`src/assert_macros.svh`:
```
// Assertion helpers. Both assume a clock named clk and an active-low reset named arst_n.
`ifndef ASSERT_MACROS_SVH
`define ASSERT_MACROS_SVH

`ifndef SYNTHESIS
`define BES_ASSERT(lbl, prop) \
	lbl: assert property (@(posedge clk) disable iff (!arst_n) prop) \
		else $error("assertion failed");
`define BES_ASSERT_NEXT(lbl, ante, cons) \
	lbl: assert property (@(posedge clk) disable iff (!arst_n) (ante) |=> (cons)) \
		else $error("assertion failed");
`else
`define BES_ASSERT(lbl, prop)
`define BES_ASSERT_NEXT(lbl, ante, cons)
`endif

`endif

```
`src/bes_pkg.sv`:
```
package bes_pkg;

	localparam int TABLE_SIZE_DEF = 64;
	localparam int MAX_ITER_DEF   = 8;

	localparam int CODE_W   = 7;
	localparam int IDX_W    = 6;
	localparam int Q_W      = 17;
	localparam int TOL_W    = 16;
	localparam int VAL_W    = 24;
	localparam int PROD_W   = VAL_W + Q_W + 1;
	localparam int DEN_W    = VAL_W;
	localparam int DIV_BITS = VAL_W + 16;
	localparam int CODES    = 2 ** CODE_W;

	localparam logic [Q_W-1:0]   ONE_Q16   = 17'd65536;
	localparam logic [TOL_W-1:0] TOL_RESET = 16'd7;

	typedef logic [Q_W-1:0] q16_t;
	typedef logic signed [VAL_W-1:0] val_t;
	typedef logic [CODES-1:0][Q_W-1:0] ctrl_tab_t;

	typedef enum logic [2:0] {
		ST_IDLE,
		ST_PREP,
		ST_COEF,
		ST_MUL,
		ST_ADD,
		ST_CHECK,
		ST_DIV,
		ST_DONE
	} bes_state_t;

	typedef enum logic [1:0] {
		POLY_FX,
		POLY_DX,
		POLY_FY
	} bes_poly_t;

	// One slot of the divider chain; word holds the numerator bits still to be
	// consumed in its upper part and the quotient bits found so far in its lower part.
	typedef struct packed {
		logic                valid;
		logic                neg;
		logic [DEN_W-1:0]    rem;
		logic [DIV_BITS-1:0] word;
		logic [DEN_W-1:0]    den;
	} bes_div_t;

	// Control code to Q16, rounded to nearest; evaluated at elaboration only.
	function automatic ctrl_tab_t ctrl_table();
		ctrl_tab_t tab;
		for (int i = 0; i < CODES; i++) begin
			tab[i] = Q_W'((i * 65536 + 63) / 127);
		end
		return tab;
	endfunction

	localparam ctrl_tab_t CTRL_Q16 = ctrl_table();

endpackage

```
`src/bes_div_cell.sv`:
```
module bes_div_cell (
	input  logic              clk,
	input  logic              arst_n,
	input  bes_pkg::bes_div_t din,
	output bes_pkg::bes_div_t dout
);

	logic [bes_pkg::DEN_W:0] trial;
	logic                    fits;
	bes_pkg::bes_div_t       nxt;
	bes_pkg::bes_div_t       data_q;
	logic                    valid_q;

	// One restoring step: bring down the next numerator bit and subtract if it fits.
	always_comb begin
		trial    = {din.rem, din.word[bes_pkg::DIV_BITS-1]};
		fits     = trial >= {1'b0, din.den};
		nxt      = din;
		nxt.rem  = fits ? bes_pkg::DEN_W'(trial - {1'b0, din.den})
			: trial[bes_pkg::DEN_W-1:0];
		nxt.word = {din.word[bes_pkg::DIV_BITS-2:0], fits};
	end

	always_ff @(posedge clk or negedge arst_n) begin
		if (!arst_n) begin
			valid_q <= 1'b0;
		end else begin
			valid_q <= din.valid;
		end
	end

	always_ff @(posedge clk) begin
		data_q <= nxt;
	end

	always_comb begin
		dout       = data_q;
		dout.valid = valid_q;
	end

endmodule

```
`src/bes_div_chain.sv`:
```
module bes_div_chain (
	input  logic              clk,
	input  logic              arst_n,
	input  bes_pkg::bes_div_t din,
	output bes_pkg::bes_div_t dout
);

	bes_pkg::bes_div_t link [bes_pkg::DIV_BITS+1];

	assign link[0] = din;

	for (genvar i = 0; i < bes_pkg::DIV_BITS; i++) begin : g_cell
		bes_div_cell u_cell (
			.clk    (clk),
			.arst_n (arst_n),
			.din    (link[i]),
			.dout   (link[i+1])
		);
	end

	assign dout = link[bes_pkg::DIV_BITS];

endmodule

```
`config.mk`:
```
export PLATFORM = sky130hd
export DESIGN_NAME = bes_div_chain
export DESIGN_NICKNAME = d
export VERILOG_FILES = /design/src/assert_macros.svh /design/src/bes_pkg.sv /design/src/bes_div_cell.sv /design/src/bes_div_chain.sv
export SDC_FILE = /design/constraint.sdc
export NUM_CORES = 2
export LEC_CHECK = 0
export ABC_AREA = 0
export ABC_CLOCK_PERIOD_IN_PS = 4100
export BUFFER_PORTS_ARGS = -buffer_cell sky130_fd_sc_hd__buf_2
export CELL_PAD_IN_SITES_DETAIL_PLACEMENT = 0
export CELL_PAD_IN_SITES_GLOBAL_PLACEMENT = 1
export CORE_ASPECT_RATIO = 1.4
export CORE_MARGIN = 1
export CORE_UTILIZATION = 50
export CTS_CLUSTER_SIZE = 25
export DETAILED_ROUTE_END_ITERATION = 10
export PLACE_DENSITY_LB_ADDON = 0.2
export SYNTH_ARGS = -nofsm -noshare
export SYNTH_HDL_FRONTEND = slang
export SYNTH_SLANG_ARGS = --single-unit
```
`constraint.sdc`:
```
create_clock -name clk -period 4.1 [get_ports clk]
set_clock_uncertainty 0.1 [all_clocks]
set_input_delay 0.205 -clock clk [delete_from_list [all_inputs] [get_ports clk]]
set_output_delay 0.205 -clock clk [all_outputs]
set_load 0.01 [all_outputs]
```
==> metrics.cfg <==
[place]
gp_congestion=0.892
placed_cells=15705
place_ws_ns=0.200
hpwlAfterDp_um=220000
io_buffers=181

[drt]
num_vias=84567
firstDrtPassIters=6
drt_iter0_markers=4071
drcViolationCount=0
routed_wirelength_um=289000
wl_per_cell_um=17.5
viasPerCell=5.12
drtAntennaViolNets=0

[timing]
slew_violations=0
rsz0062_at_grt=no
relSlewSlack=0.395
worst_pin_slew_ns=0.903
finalCritPeriodShare=0.953
fmax_ghz=0.256
setup_viol=0
tns_ns=0
hold_viol_final=0
finalCriticalPeriod_ns=3.91
setup_ws_ns=0.194

[floorplanning]
io_pins=182
die_h_um=606
fp.coreArea_um2=259000
start_util=0.504
rows=221
die_w_um=434
die_area_um2=263000

[grt]
grt_use_total=0.216
antenna_found_initial=6
grt_pass1_wl_um=454000
grt_max_degree=50
grt_overflow_total=0
grt_pass1_vias=85725

[clocking]
tritoncts=built
cts.path.max_buffers=4
cts.clk_slew.worst_paths_ns=0.05
clk_latency_ns=0.90
postCtsSetupBuffers=0
cts_buffers=334
h-tree-depth=5
clock_sinks=3600
cts_root_buffer=clkbuf_16

[power_and_ir_drop]
leakage_nw=68.3
power_density_nw_per_um2=920
max-vdd-ir-drop_mv=0.558

[synth]
synth_area_um2=131000
syn_inst=12148
synthFlopType=dfxtp_1
synth.avg_cell_area_um2=10.7
ys_types=90
synth_edf_count=0
yosysWarnings=0
ys_ff_latch=3600
syn_nets=13240
ys_async_sr_fraction=0.0111
yosysSeqAreaShare=0.554

[run_status]
status=finished, final reports clean

[min_path]
hold_class=primary input to flip-flop

[final_layout]
drive_above_1_share=0.111
nets=13875
syn_to_final_growth_pct=14.6
utilization=0.577
stdcell_count=16525

[worst_setup_path]
worstPathRequired_ns=4.73
critPathKind=primary input to flip-flop
crit_path_max_fanout=29
critPathLaunchType=primary input
arrival_ns=4.54
cp-end-kind=flip-flop

[flow_run]
max-cap-violations=0

==> report_power, final <==
| part | internal [mW] | switching, mW |
|---|---|---|
| sequential | 45.4 | 5.42 |
| clock | 18.4 | 13.3 |
| combinational | 26.1 | 29.0 |
| total | 90.0 | 47.7 |
==> cell type report <==
type	count	area [um^2]
Sequential cell	3600	72300
Multi-Input combinational cell	7149	53000
Inverter	1207	4530
Timing Repair Buffer	491	4020
Clock buffer	440	9380
Tap cell	3456	4320
Fill cell	21880	110000
Antenna cell	17	42.5
Clock inverter	165	1980
==> stage by stage <==
step                hold slack, ns  area, um^2  total power, mW
floorplan                   -0.191      131000             91.3
global placement             0.208      136000              106
detailed placement           0.209      136000              106
CTS                         0.0103      149000              139
global route                0.0499      150000              147
finish                      0.0846      150000              138
==> layout by cell type (no fill, tap or decap), drive strengths merged, types with 79 or more instances in the layout <==
cell         instances
dfxtp             3560
inv               1229
ha                 960
a21oi              763
o21ai              646
nand2              619
nor2               594
mux2               513
xnor2              493
clkbuf             440
a21o               400
buf                295
xor2               275
dlygate4sd3        196
nor2b              157
nand3              146
nand2b             141
nand4              131
o21a               131
nor3               122
o21bai             107
a31oi               85
and3                79
==> Yosys cell counts (122+ instances only) <==
cell type | count | area share
mux2_2 | 513 | 0.044
o21ai_0 | 632 | 0.024
nand4_1 | 131 | 0.0063
clkbuf_1 | 122 | 0.0035
nor3_1 | 122 | 0.0047
a21oi_1 | 763 | 0.029
nor2_1 | 594 | 0.017
o21a_1 | 131 | 0.0075
nand3_1 | 146 | 0.0056
nand2b_1 | 141 | 0.0068
ha_1 | 960 | 0.092
xor2_1 | 275 | 0.018
dfxtp_1 | 3560 | 0.55
nand2_1 | 618 | 0.018
inv_1 | 1207 | 0.035
xnor2_1 | 493 | 0.033
nor2b_1 | 157 | 0.0075
a21o_1 | 400 | 0.023
==> critical path: stages <==
cell and delay [ns]:
dlygate4sd3_1 0.52, buf_2 0.13, inv_1 0.05, ha_1 0.30
nor2b_1 0.15, o31a_1 0.29, nor4_2 0.31, o21a_1 0.26
o21ai_1 0.13, a31o_2 0.28, a2111o_1 0.41, a31oi_1 0.30
a21oi_2 0.08, buf_4 0.24, mux2_2 0.31, dlygate4sd3_1 0.56
==> kinds of logic (layout without fill, tap and decap cells) <==
| family | count (synthesis) | after routing | synth area share |
|---|---|---|---|
| other | 0 | 17 | 0 |
| AND/OR/NAND/NOR | 2188 | 2188 | 0.0803 |
| AO/OA/AOI/OAI | 2630 | 2631 | 0.127 |
| flip-flops | 3600 | 3600 | 0.554 |
| adder cells (fa/ha/maj) | 1000 | 1000 | 0.0982 |
| buffers and inverters | 1400 | 2303 | 0.0411 |
| multiplexers | 562 | 562 | 0.0480 |
| XOR/XNOR | 768 | 768 | 0.0515 |
==> path summary, 6_finish.rpt <==
kind	startpoint	end	slack [ns]	depth (start not counted)
min in group asynchronous	arst_n	g_cell[36].u_cell.valid_q	0.28	4
worst min register to register	g_cell[35].u_cell.dout[29]	g_cell[36].u_cell.dout[30]	0.20	0
worst min-delay path	din[77]	g_cell[0].u_cell.dout[78]	0.08	3
worst max-delay path	din[1]	g_cell[0].u_cell.dout[79]	0.19	16
max in group asynchronous	arst_n	g_cell[0].u_cell.valid_q	3.43	4
worst max register to register	g_cell[29].u_cell.dout[1]	g_cell[30].u_cell.dout[83]	0.21	14
==> registers in the layout (all words and copies together), names as in the netlist <==
name,flops
g_cell.u_cell.valid_q,40
g_cell.u_cell.dout,3560
==> metal layers <==
metal  wire length, um  global-route usage  vias to the layer above
met5                 0                   0                        -
met3              9760              0.0272                      639
met4             12700              0.0916                        0
met1            116000               0.239                    39643
li1                  -                   -                    42768
met2            151000               0.409                     1517
==> repair_timing <==
| action | 4_1_cts | 5_1_grt |
|---|---|---|
| hold buffers | 197 | 0 |
| setup endpoints to repair | 0 | 85 |
| hold endpoints to repair | 130 | 0 |
| resized for setup | 0 | 6 |
(Power assumes the default switching activity.)
